===== src/rtl/ardb_pkg.sv =====
// shared types, constants and codes of the aux ram dma register block
`default_nettype none
package ardb_pkg;

	// memory sizes behind the dma engine
	localparam int unsigned AUX_BYTES = 16777216;
	localparam int unsigned MAIN_BYTES = 25165824;
	localparam int unsigned AUX_AW = $clog2(AUX_BYTES);
	localparam int unsigned MAIN_AW = $clog2(MAIN_BYTES);
	localparam logic [31:0] AUX_MASK = 32'((64'd1 << AUX_AW) - 64'd1);
	localparam logic [31:0] MAIN_MASK = 32'((64'd1 << MAIN_AW) - 64'd1);

	// register window
	localparam logic [31:0] WIN_BASE = 32'hCC00_5000;

	// register offsets inside the window
	localparam logic [5:0] OFF_STATUS = 6'h0A;
	localparam logic [5:0] OFF_SIZE = 6'h12;
	localparam logic [5:0] OFF_MODE = 6'h16;
	localparam logic [5:0] OFF_REFRESH = 6'h1A;
	localparam logic [5:0] OFF_MAIN_HI = 6'h20;
	localparam logic [5:0] OFF_MAIN_LO = 6'h22;
	localparam logic [5:0] OFF_AUX_HI = 6'h24;
	localparam logic [5:0] OFF_AUX_LO = 6'h26;
	localparam logic [5:0] OFF_CNT_HI = 6'h28;
	localparam logic [5:0] OFF_CNT_LO = 6'h2A;

	// status register bits
	localparam logic [15:0] ST_RES = 16'h0001;
	localparam logic [15:0] ST_PIINT = 16'h0002;
	localparam logic [15:0] ST_HALT = 16'h0004;
	localparam logic [15:0] ST_AIDINT = 16'h0008;
	localparam logic [15:0] ST_AIDMSK = 16'h0010;
	localparam logic [15:0] ST_ARINT = 16'h0020;
	localparam logic [15:0] ST_ARMSK = 16'h0040;
	localparam logic [15:0] ST_DSPINT = 16'h0080;
	localparam logic [15:0] ST_DSPMSK = 16'h0100;
	localparam logic [15:0] ST_BUSY = 16'h0200;
	localparam logic [15:0] ST_INITCODE = 16'h0400;
	localparam logic [15:0] ST_INIT = 16'h0800;
	localparam logic [15:0] ST_W1C = ST_PIINT | ST_AIDINT | ST_ARINT | ST_DSPINT;
	localparam logic [15:0] ST_KEEP = ST_HALT | ST_AIDMSK | ST_ARMSK | ST_DSPMSK |
		ST_INITCODE | ST_INIT;
	localparam logic [15:0] ST_RESET = ST_HALT | ST_INIT;

	// busy countdown: 2025 + 2*len + floor((len >> 3) / 5)
	localparam logic [32:0] TICK_BASE = 33'd2025;
	localparam int unsigned DIV5_SHIFT = 30;
	localparam logic [27:0] DIV5_RECIP = 28'(((64'd1 << DIV5_SHIFT) + 64'd4) / 64'd5);

	typedef enum logic [1:0] {
		OP_READ = 2'd0,
		OP_WRITE = 2'd1,
		OP_TICK = 2'd2,
		OP_RAISE = 2'd3
	} op_t;

	typedef struct packed {
		logic to_main;
		logic [31:0] main_addr;
		logic [23:0] aux_addr;
		logic [30:0] length;
		logic range_error;
		logic [32:0] ticks;
	} dma_cmd_t;

	typedef struct packed {
		logic handled;
		logic [31:0] read_data;
		logic dma_start;
		logic dma_to_main;
		logic [31:0] dma_main_addr;
		logic [23:0] dma_aux_addr;
		logic [30:0] dma_length;
		logic dma_range_error;
		logic dsp_reset_pulse;
		logic dsp_boot_pulse;
		logic [2:0] irq_pending;
	} result_t;

endpackage
`default_nettype wire


===== src/rtl/aux_ram_dma_register_block_core.sv =====
// Aux RAM DMA and DSP control/status register block, top level.
// Items enter on the req channel: opcode selects a bus read, a bus write,
// one timebase tick or raising status bits from outside. Bus accesses hit a
// 64-byte register window; everything else is ignored with handled low.
// Every item gives exactly one result on the rsp channel: handled, read
// data, a dma command when a count write started a transfer, dsp reset and
// boot pulses, and the enabled pending interrupts after the item.
// An item is accepted when req_valid is high and req_stall low, and
// likewise for rsp. The item is registered on accept, decoded and executed
// against the registers while it waits in the input register, and its
// result lands in the output register when it advances, raising rsp_valid.
// One item per cycle is sustained while rsp_stall stays low; the register
// update and the dma length reciprocal multiply share the same cycle.
// When rsp_stall is high the output register holds its result; one more
// item waits in the input register, after which req_stall rises.
// Reset (arst_n low) empties both registers and sets status to halt and
// init with all dma registers cleared and no transfer busy.
`default_nettype none
module aux_ram_dma_register_block_core
	import ardb_pkg::*;
(
	input wire logic clk,
	input wire logic arst_n,
	input wire logic req_valid,
	output logic req_stall,
	input wire logic [1:0] opcode,
	input wire logic [31:0] bus_address,
	input wire logic [3:0] access_size,
	input wire logic [31:0] write_value,
	input wire logic [15:0] raise_bits,
	output logic rsp_valid,
	input wire logic rsp_stall,
	output logic handled,
	output logic [31:0] read_data,
	output logic dma_start,
	output logic dma_to_main,
	output logic [31:0] dma_main_addr,
	output logic [23:0] dma_aux_addr,
	output logic [30:0] dma_length,
	output logic dma_range_error,
	output logic dsp_reset_pulse,
	output logic dsp_boot_pulse,
	output logic [2:0] irq_pending
);

	logic valid_s1;
	logic [1:0] opcode_s1;
	logic [31:0] bus_address_s1;
	logic [3:0] access_size_s1;
	logic [31:0] write_value_s1;
	logic [15:0] raise_bits_s1;
	logic valid_s2;
	result_t rsp_s2;
	result_t res;
	logic advance;
	logic accept;

	assign advance = valid_s1 && (!valid_s2 || !rsp_stall);
	assign req_stall = valid_s1 && !advance;
	assign accept = req_valid && !req_stall;

	ardb_regs u_regs (
		.clk(clk),
		.arst_n(arst_n),
		.commit(advance),
		.opcode(opcode_s1),
		.bus_address(bus_address_s1),
		.access_size(access_size_s1),
		.write_value(write_value_s1),
		.raise_bits(raise_bits_s1),
		.res(res)
	);

	always_ff @(posedge clk or negedge arst_n) begin
		if (!arst_n) begin
			valid_s1 <= 1'b0;
			valid_s2 <= 1'b0;
		end else begin
			if (accept) valid_s1 <= 1'b1;
			else if (advance) valid_s1 <= 1'b0;
			if (advance) valid_s2 <= 1'b1;
			else if (!rsp_stall) valid_s2 <= 1'b0;
		end
	end

	always_ff @(posedge clk) begin
		if (accept) begin
			opcode_s1 <= opcode;
			bus_address_s1 <= bus_address;
			access_size_s1 <= access_size;
			write_value_s1 <= write_value;
			raise_bits_s1 <= raise_bits;
		end
		if (advance) rsp_s2 <= res;
	end

	assign rsp_valid = valid_s2;
	assign handled = rsp_s2.handled;
	assign read_data = rsp_s2.read_data;
	assign dma_start = rsp_s2.dma_start;
	assign dma_to_main = rsp_s2.dma_to_main;
	assign dma_main_addr = rsp_s2.dma_main_addr;
	assign dma_aux_addr = rsp_s2.dma_aux_addr;
	assign dma_length = rsp_s2.dma_length;
	assign dma_range_error = rsp_s2.dma_range_error;
	assign dsp_reset_pulse = rsp_s2.dsp_reset_pulse;
	assign dsp_boot_pulse = rsp_s2.dsp_boot_pulse;
	assign irq_pending = rsp_s2.irq_pending;

endmodule
`default_nettype wire


===== src/rtl/ardb_dma_calc.sv =====
// dma command decode: masked addresses, range check and busy countdown
`default_nettype none
module ardb_dma_calc
	import ardb_pkg::*;
(
	input wire logic [31:0] count,
	input wire logic [31:0] main_addr,
	input wire logic [31:0] aux_addr,
	output dma_cmd_t cmd
);

	logic [30:0] len;
	logic [31:0] aux_m;
	logic [31:0] mm_m;
	logic [32:0] aux_end;
	logic [32:0] main_end;
	logic [55:0] prod;
	logic [25:0] quot;

	assign len = count[30:0];
	assign aux_m = aux_addr & AUX_MASK;
	assign mm_m = main_addr & MAIN_MASK;
	assign aux_end = {1'b0, aux_m} + {2'b00, len};
	assign main_end = {1'b0, mm_m} + {2'b00, len};

	// len / 40 as (len / 8) / 5 via reciprocal, exact for 28-bit dividends
	assign prod = {28'd0, len[30:3]} * {28'd0, DIV5_RECIP};
	assign quot = prod[DIV5_SHIFT +: 26];

	always_comb begin
		cmd.to_main = count[31];
		cmd.main_addr = mm_m;
		cmd.aux_addr = aux_m[23:0];
		cmd.length = len;
		cmd.range_error = (aux_end > 33'(AUX_BYTES)) || (main_end > 33'(MAIN_BYTES));
		cmd.ticks = TICK_BASE + {1'b0, len, 1'b0} + {7'd0, quot};
	end

endmodule
`default_nettype wire


===== src/rtl/ardb_regs.sv =====
// register file, access decode and dma busy countdown
`default_nettype none
module ardb_regs
	import ardb_pkg::*;
(
	input wire logic clk,
	input wire logic arst_n,
	input wire logic commit,
	input wire logic [1:0] opcode,
	input wire logic [31:0] bus_address,
	input wire logic [3:0] access_size,
	input wire logic [31:0] write_value,
	input wire logic [15:0] raise_bits,
	output result_t res
);

	logic [15:0] status_q, size_q, mode_q, refresh_q, cnt_hi_q;
	logic [31:0] main_addr_q, aux_addr_q;
	logic busy_q;
	logic [32:0] ticks_q;

	logic [15:0] status_n, size_n, mode_n, refresh_n, cnt_hi_n;
	logic [31:0] main_addr_n, aux_addr_n;
	logic busy_n;
	logic [32:0] ticks_n;

	logic in_win;
	logic [5:0] off;
	logic full, half;
	logic [15:0] v16;
	logic [31:0] dma_count;
	logic [32:0] tick_dec;
	dma_cmd_t cmd;

	assign in_win = bus_address[31:6] == WIN_BASE[31:6];
	assign off = bus_address[5:0];
	assign full = access_size == 4'd4;
	assign half = access_size == 4'd2;
	assign v16 = write_value[15:0];
	assign dma_count = (off == OFF_CNT_HI) ? write_value : {cnt_hi_q, v16};
	assign tick_dec = (ticks_q != 33'd0) ? ticks_q - 33'd1 : ticks_q;

	ardb_dma_calc u_dma_calc (
		.count(dma_count),
		.main_addr(main_addr_q),
		.aux_addr(aux_addr_q),
		.cmd(cmd)
	);

	always_comb begin
		status_n = status_q;
		size_n = size_q;
		mode_n = mode_q;
		refresh_n = refresh_q;
		cnt_hi_n = cnt_hi_q;
		main_addr_n = main_addr_q;
		aux_addr_n = aux_addr_q;
		busy_n = busy_q;
		ticks_n = ticks_q;
		res = '0;

		unique case (op_t'(opcode))
			OP_READ: begin
				if (in_win) begin
					if (busy_q && ticks_q == 33'd0) begin
						busy_n = 1'b0;
						status_n = status_n | ST_ARINT;
					end
					res.handled = 1'b1;
					unique case (off)
						OFF_STATUS: begin
							res.handled = half;
							res.read_data = {16'd0, status_n | (busy_n ? ST_BUSY : 16'd0)};
						end
						OFF_SIZE: begin
							res.handled = half;
							res.read_data = {16'd0, size_q};
						end
						OFF_MODE: begin
							res.handled = half;
							res.read_data = {16'd0, mode_q | 16'd1};
						end
						OFF_REFRESH: begin
							res.handled = half;
							res.read_data = {16'd0, refresh_q};
						end
						OFF_MAIN_HI: res.read_data = full ? main_addr_q : {16'd0, main_addr_q[31:16]};
						OFF_MAIN_LO: begin
							res.handled = half;
							res.read_data = {16'd0, main_addr_q[15:0]};
						end
						OFF_AUX_HI: res.read_data = full ? aux_addr_q : {16'd0, aux_addr_q[31:16]};
						OFF_AUX_LO: begin
							res.handled = half;
							res.read_data = {16'd0, aux_addr_q[15:0]};
						end
						OFF_CNT_HI: res.read_data = full ? {cnt_hi_q, 16'd0} : {16'd0, cnt_hi_q};
						OFF_CNT_LO: res.read_data = 32'd0;
						default: res.handled = 1'b0;
					endcase
					// rejected reads return zero
					if (!res.handled) begin
						res.read_data = 32'd0;
					end
				end
			end
			OP_WRITE: begin
				if (in_win) begin
					res.handled = 1'b1;
					unique case (off)
						OFF_STATUS: begin
							res.handled = half;
							if (half) begin
								status_n = (status_q & ST_W1C & ~(v16 & ST_W1C)) | (v16 & ST_KEEP);
								res.dsp_reset_pulse = (v16 & ST_RES) != 16'd0;
								// init released: boot the dsp
								if ((status_q & ST_INIT) != 16'd0 && (v16 & ST_INIT) == 16'd0) begin
									status_n = status_n | ST_INITCODE;
									res.dsp_boot_pulse = 1'b1;
								end
							end
						end
						OFF_SIZE: begin
							res.handled = half;
							if (half) size_n = v16;
						end
						OFF_MODE: begin
							res.handled = half;
							if (half) mode_n = v16;
						end
						OFF_REFRESH: begin
							res.handled = half;
							if (half) refresh_n = v16;
						end
						OFF_MAIN_HI: main_addr_n = full ? write_value : {v16, main_addr_q[15:0]};
						OFF_MAIN_LO: begin
							res.handled = half;
							if (half) main_addr_n = {main_addr_q[31:16], v16};
						end
						OFF_AUX_HI: aux_addr_n = full ? write_value : {v16, aux_addr_q[15:0]};
						OFF_AUX_LO: begin
							res.handled = half;
							if (half) aux_addr_n = {aux_addr_q[31:16], v16};
						end
						OFF_CNT_HI: begin
							if (full) res.dma_start = 1'b1;
							else cnt_hi_n = v16;
						end
						OFF_CNT_LO: begin
							res.handled = half;
							res.dma_start = half;
						end
						default: res.handled = 1'b0;
					endcase
					if (res.dma_start) begin
						res.dma_to_main = cmd.to_main;
						res.dma_main_addr = cmd.main_addr;
						res.dma_aux_addr = cmd.aux_addr;
						res.dma_length = cmd.length;
						res.dma_range_error = cmd.range_error;
						busy_n = 1'b1;
						ticks_n = cmd.ticks;
					end
				end
			end
			OP_TICK: begin
				if (busy_q) begin
					ticks_n = tick_dec;
					if (tick_dec == 33'd0) begin
						busy_n = 1'b0;
						status_n = status_n | ST_ARINT;
					end
				end
			end
			OP_RAISE: status_n = status_q | raise_bits;
			default: res.handled = 1'b0;
		endcase

		res.irq_pending = {
			(status_n & ST_AIDINT) != 16'd0 && (status_n & ST_AIDMSK) != 16'd0,
			(status_n & ST_DSPINT) != 16'd0 && (status_n & ST_DSPMSK) != 16'd0,
			(status_n & ST_ARINT) != 16'd0 && (status_n & ST_ARMSK) != 16'd0
		};
	end

	always_ff @(posedge clk or negedge arst_n) begin
		if (!arst_n) begin
			status_q <= ST_RESET;
			size_q <= 16'd0;
			mode_q <= 16'd0;
			refresh_q <= 16'd0;
			cnt_hi_q <= 16'd0;
			main_addr_q <= 32'd0;
			aux_addr_q <= 32'd0;
			busy_q <= 1'b0;
			ticks_q <= 33'd0;
		end else if (commit) begin
			status_q <= status_n;
			size_q <= size_n;
			mode_q <= mode_n;
			refresh_q <= refresh_n;
			cnt_hi_q <= cnt_hi_n;
			main_addr_q <= main_addr_n;
			aux_addr_q <= aux_addr_n;
			busy_q <= busy_n;
			ticks_q <= ticks_n;
		end
	end

endmodule
`default_nettype wire


===== config.mk =====
export PLATFORM = sky130hd
export DESIGN_NAME = aux_ram_dma_register_block_core
export DESIGN_NICKNAME = d
export VERILOG_FILES = /design/src/rtl/ardb_pkg.sv /design/src/rtl/aux_ram_dma_register_block_core.sv /design/src/rtl/ardb_dma_calc.sv /design/src/rtl/ardb_regs.sv
export SDC_FILE = /design/constraint.sdc
export NUM_CORES = 2
export LEC_CHECK = 0
export BUFFER_PORTS_ARGS = -buffer_cell sky130_fd_sc_hd__buf_2
export CORE_MARGIN = 4
export CORE_UTILIZATION = 35
export CTS_BUF_LIST = sky130_fd_sc_hd__clkbuf_2 sky130_fd_sc_hd__clkbuf_4 sky130_fd_sc_hd__clkbuf_8
export DETAILED_ROUTE_END_ITERATION = 8
export SETUP_SLACK_MARGIN = 0.15
export SYNTH_ARGS = -nofsm -noshare
export SYNTH_HDL_FRONTEND = slang
export SYNTH_SLANG_ARGS = --single-unit

===== constraint.sdc =====
create_clock -name clk -period 21.4 [get_ports clk]
set_input_delay 4.28 -clock clk [delete_from_list [all_inputs] [get_ports clk]]
set_output_delay 4.28 -clock clk [all_outputs]
set_load 0.1 [all_outputs]

==> results.txt <==
The tools report the post-route DRC violation count as 0. The register-to-register setup slack was 8.05 ns; the number of clock buffers inserted by TritonCTS was 70. The via count of the first global-routing pass is 26800, and the post-detailed-placement half-perimeter wirelength is 88.6 mm. In the finished design, the share of the clock period the worst path needs comes to 62.4%.

The critical path is of the register to register type. Vias after detailed routing: 26700. Clock edge transition at the registers on the reported setup and hold paths: 0.06 ns. The reg-to-reg critical path startpoint was bus_address_s1[4]$_DFFE_PP_.

The leakage power is 18.3 nW. Synthesis produced 3462 cells. The worst setup path is launched from a register.

Among the stages of the critical path, the cell type that occurs most often is sky130_fd_sc_hd__inv_1. Setup repair after global routing left no endpoint under its margin. The largest stage delay on the critical path works out to 0.74 ns. IR analysis of the VDD net gives a maximum drop of 0.181 mV.

The total of buffers placed on input and output ports works out to 212. The max-capacitance violation count came out at 0. The number of setup buffers added after CTS is 0. The pin count of the biggest net entering global routing came out at 75.

Counting I/O delays and the setup requirement, the final critical path takes 13.35 ns. The root cell of the clock tree is sky130_fd_sc_hd__clkbuf_8. TritonCTS built the clock tree. The core box area was 96600 um^2.

The post-route netlist has 11.7% of its cells at a drive strength greater than 1. The count of flip-flops with a built-in enable after synthesis was 207. Compared with the post-synthesis result, the final layout area differs by 12.2%.

Hold repair after CTS inserted 0 buffers. Measured against its own limit, the worst slew margin works out to 26.4%. Adding up every negative setup slack in the final design gives 0 ns.

In this run the critical register-to-register path is captured at u_regs.ticks_q[29]$_DFFE_PN0P_. In this run the worst path has a maximum fanout of 28. For the quantity of gates resized following cts, the log shows 0. The worst setup timing slack at the placement stage is 8.16 ns, and the mapped cell area is 34000 um^2. After synthesis the netlist holds a flip-flop and latch count of 386. After detailed routing, the total wire length is 113 mm. Summed over all layers, the global routing overflow is 0. STA puts the critical path data required time at 21.92 ns.

The die height is 320 um. The width of the die is 320 um. Of the synthesized area, sequential elements account for 31.5%. For this design the ratio of total power to cell area is 105 nW/um^2. Counting every sink on the clock net gives 386. For the worst setup path, the data arrival time is 13.87 ns. The initial utilization of the core area, before any placement, comes to 35.2%.

The initial antenna violation count came out at 2. The first global-routing pass estimated 169 mm of wire. The timing-limited maximum frequency came out at 74.9 MHz. The slowest stage of the critical path belongs to the cell sky130_fd_sc_hd__o31ai_1.

The worst setup path is captured at a register. The worst hold path begins at u_regs.aux_addr_q[26]$_DFFE_PN0P_. The distinct cell type count after synthesis is 76.

The count of endpoints failing hold in the final timing report is 0. The clock reaches the later pin of the worst-skew pair after 0.68 ns. 220 I/O pins were placed. Among all flip-flop cells after synthesis, the most frequent one is sky130_fd_sc_hd__edfxtp_1. Of all flip-flops after synthesis, the portion carrying an async set or reset was 46.4%. The cell depth of the worst hold path is 2, and the net count reported at finish is 4465.

In this run the core area contains 114 standard-cell rows. The H-tree was split into 3 levels. A synthesized cell averages 9.82 um^2. For this run, the detailed router's first-pass iteration total came to 9. At the pin with the least slew margin, the transition time is 1.10 ns. At the end of routability-driven placement, the weighted congestion stood at 0.967. The clock arrives with 0.0531 ns of skew. The hold-critical path endpoint was u_regs.aux_addr_q[26]$_DFFE_PN0P_. The worst hold path belongs to the class register to register. The via count normalized by instance count was 5.32; the length in cells of the worst reg-to-reg path was 41.

The tools report the number of max-slew violations in the final report as 0. The detail-routed net length per standard cell is 22.5 um, and the number of setup violations in the final report is 0. The die covers 102000 um^2.

The run gives 2673 as the count of routing violations after the opening detailed-route iteration. The critical path starts at bus_address_s1[4]$_DFFE_PP_. The clock passes through at most 3 buffers. The flow ran to the end, and the final reports show no timing, DRC or antenna violations.

For the overall routing resource usage, the log shows 21.8%. Once routing completed, OpenROAD measured the worst setup slack at 8.05 ns. The logs give 0 for the remaining number of nets flagged by the antenna check after routing and 0 for the count of synthesis-stage warnings from yosys.
[sequential cells by signal, summed over array words and instances, names as in the netlist, 4 cells and up]
signal              cells
raise_bits_s1          16
bus_address_s1         32
access_size_s1          4
write_value_s1         32
dma_length             31
u_regs.refresh_q       16
dma_aux_addr           24
u_regs.status_q        16
u_regs.main_addr_q     32
u_regs.mode_q          15
dma_main_addr          25
read_data              32
u_regs.size_q          16
u_regs.ticks_q         33
u_regs.cnt_hi_q        16
u_regs.aux_addr_q      32
[worst max-delay path by stage]
stage,endpoint,slack [ns],cells after the start
floorplan,u_regs.ticks_q[29]$_DFFE_PN0P_,9.66,42
global placement,u_regs.ticks_q[28]$_DFFE_PN0P_,8.43,40
detailed placement,u_regs.ticks_q[29]$_DFFE_PN0P_,8.16,41
CTS,u_regs.ticks_q[29]$_DFFE_PN0P_,8.14,41
global route,u_regs.ticks_q[31]$_DFFE_PN0P_,7.24,42
finish,u_regs.ticks_q[29]$_DFFE_PN0P_,8.05,41
[worst max-delay path: cells and delay by family (launching register included)]
kind	cells	cell delay (ns)
compound gates	13	4.19
fa+ha+maj	10	4.51
buf+inv	8	1.08
flops	1	0.46
mux	1	0.56
simple gates	9	2.39
[power breakdown]
part / switching (W) / total [W] / internal (W)
Combinational: 0.00147 / 0.00235 / 0.000882
Sequential: 0.0000565 / 0.000902 / 0.000845
Clock: 0.000334 / 0.000751 / 0.000417
[synth_stat cells, drive strengths merged, types with 7 or more instances]
| cell | number | share of area [%] |
|---|---|---|
| inv | 620 | 6.8 |
| ha | 374 | 14 |
| nand2 | 335 | 3.7 |
| fa | 312 | 18 |
| edfxtp | 207 | 18 |
| o21ai | 200 | 3.0 |
| a21oi | 196 | 2.9 |
| dfrtp | 177 | 13 |
| nor2 | 160 | 1.8 |
| clkbuf | 92 | 1.0 |
| and2 | 61 | 1.1 |
| nor3 | 49 | 0.72 |
| xnor2 | 46 | 1.2 |
| a21o | 44 | 0.97 |
| nand3 | 40 | 0.59 |
| nand2b | 35 | 0.64 |
| xor2 | 34 | 0.88 |
| nor2b | 31 | 0.57 |
| a222oi | 28 | 0.82 |
| o31ai | 28 | 0.62 |
| mux2i | 27 | 0.80 |
| nor4 | 26 | 0.52 |
| mux2 | 21 | 0.70 |
| nand4 | 20 | 0.37 |
| o211ai | 18 | 0.40 |
| a22oi | 17 | 0.38 |
| a31oi | 17 | 0.31 |
| o22ai | 17 | 0.31 |
| or3 | 16 | 0.29 |
| a211oi | 15 | 0.35 |
| or2 | 15 | 0.28 |
| o21bai | 14 | 0.31 |
| buf | 13 | 0.23 |
| o21a | 13 | 0.29 |
| and3 | 10 | 0.18 |
| a2111oi | 9 | 0.23 |
| a221oi | 9 | 0.23 |
| or4 | 9 | 0.22 |
| and4 | 8 | 0.21 |
| nand3b | 8 | 0.18 |
| a211o | 7 | 0.18 |
| a221o | 7 | 0.21 |
| nor4b | 7 | 0.18 |
[per-stage QoR]
step | hold WS (ns) | cells | util [%] | power (W) | cell area (um^2)
CTS | 0.481 | 5019 | 39.5 | 0.00402 | 38100
detailed placement | 0.468 | 4893 | 37.9 | 0.00325 | 36600
floorplan | 0.448 | 3468 | - | 0.00252 | 34000
global placement | 0.461 | 4893 | 37.9 | 0.00324 | 36600
finish | 0.480 | 5021 | 39.5 | 0.00400 | 38100
global route | 0.506 | 5020 | 39.5 | 0.00433 | 38100
[cells in the final DEF, fill, tap and decap left out, types with 15 or more instances in the layout]
master and n:
sky130_fd_sc_hd__inv_1 619, sky130_fd_sc_hd__o21ai_0 199, sky130_fd_sc_hd__or2_2 15, sky130_fd_sc_hd__dfrtp_1 177, sky130_fd_sc_hd__edfxtp_1 207, sky130_fd_sc_hd__a21o_1 44
sky130_fd_sc_hd__clkbuf_4 21, sky130_fd_sc_hd__a31oi_1 17, sky130_fd_sc_hd__o22ai_1 17, sky130_fd_sc_hd__nor4_1 24, sky130_fd_sc_hd__buf_4 42, sky130_fd_sc_hd__a22oi_1 17
sky130_fd_sc_hd__o31ai_1 28, sky130_fd_sc_hd__and2_1 60, sky130_fd_sc_hd__a222oi_1 28, sky130_fd_sc_hd__nand4_1 20, sky130_fd_sc_hd__or3_1 16, sky130_fd_sc_hd__clkbuf_8 77
sky130_fd_sc_hd__buf_2 211, sky130_fd_sc_hd__nor2_1 158, sky130_fd_sc_hd__xnor2_1 46, sky130_fd_sc_hd__o211ai_1 18, sky130_fd_sc_hd__nor2b_1 31, sky130_fd_sc_hd__nand2_1 335
sky130_fd_sc_hd__xor2_1 34, sky130_fd_sc_hd__a21oi_1 196, sky130_fd_sc_hd__nand3_1 39, sky130_fd_sc_hd__fa_1 312, sky130_fd_sc_hd__mux2i_1 27, sky130_fd_sc_hd__nand2b_1 35
sky130_fd_sc_hd__mux2_2 21, sky130_fd_sc_hd__ha_1 373, sky130_fd_sc_hd__nor3_1 46
[logic make-up (layout without fill, tap and decap cells)]
group,after synthesis,after routing,synth area share (%)
XOR/XNOR,80,80,2.06
adder cells (fa/ha/maj),686,686,32.1
multiplexers,48,48,1.49
AND/OR/NAND/NOR,841,841,11.8
other,1,9,0.0110
AO/OA/AOI/OAI,694,694,12.9
buffers and inverters,726,1001,8.10
flip-flops,386,386,31.5
[layout make-up]
| type | count | area, um^2 |
|---|---|---|
| tap | 1276 | 1600 |
| timing repair buffer | 254 | 1390 |
| antenna | 2 | 5.00 |
| clock inverter | 29 | 277 |
| inverter | 621 | 2340 |
| sequential | 386 | 10700 |
| clock buffer | 97 | 1200 |
| fill | 9631 | 58400 |
| multi-input combinational | 2356 | 20600 |
[per-layer routing]
layer / global-route usage, % / up-vias / part of all wire, %
li1: - / 12200 / -
met1: 29.5 / 13200 / 42
met2: 34.6 / 1125 / 45
met3: 4.40 / 199 / 8.1
met4: 8.54 / 0 / 4.2
met5: 0 / - / 0
No activity file was read; power rests on OpenSTA's default activity.
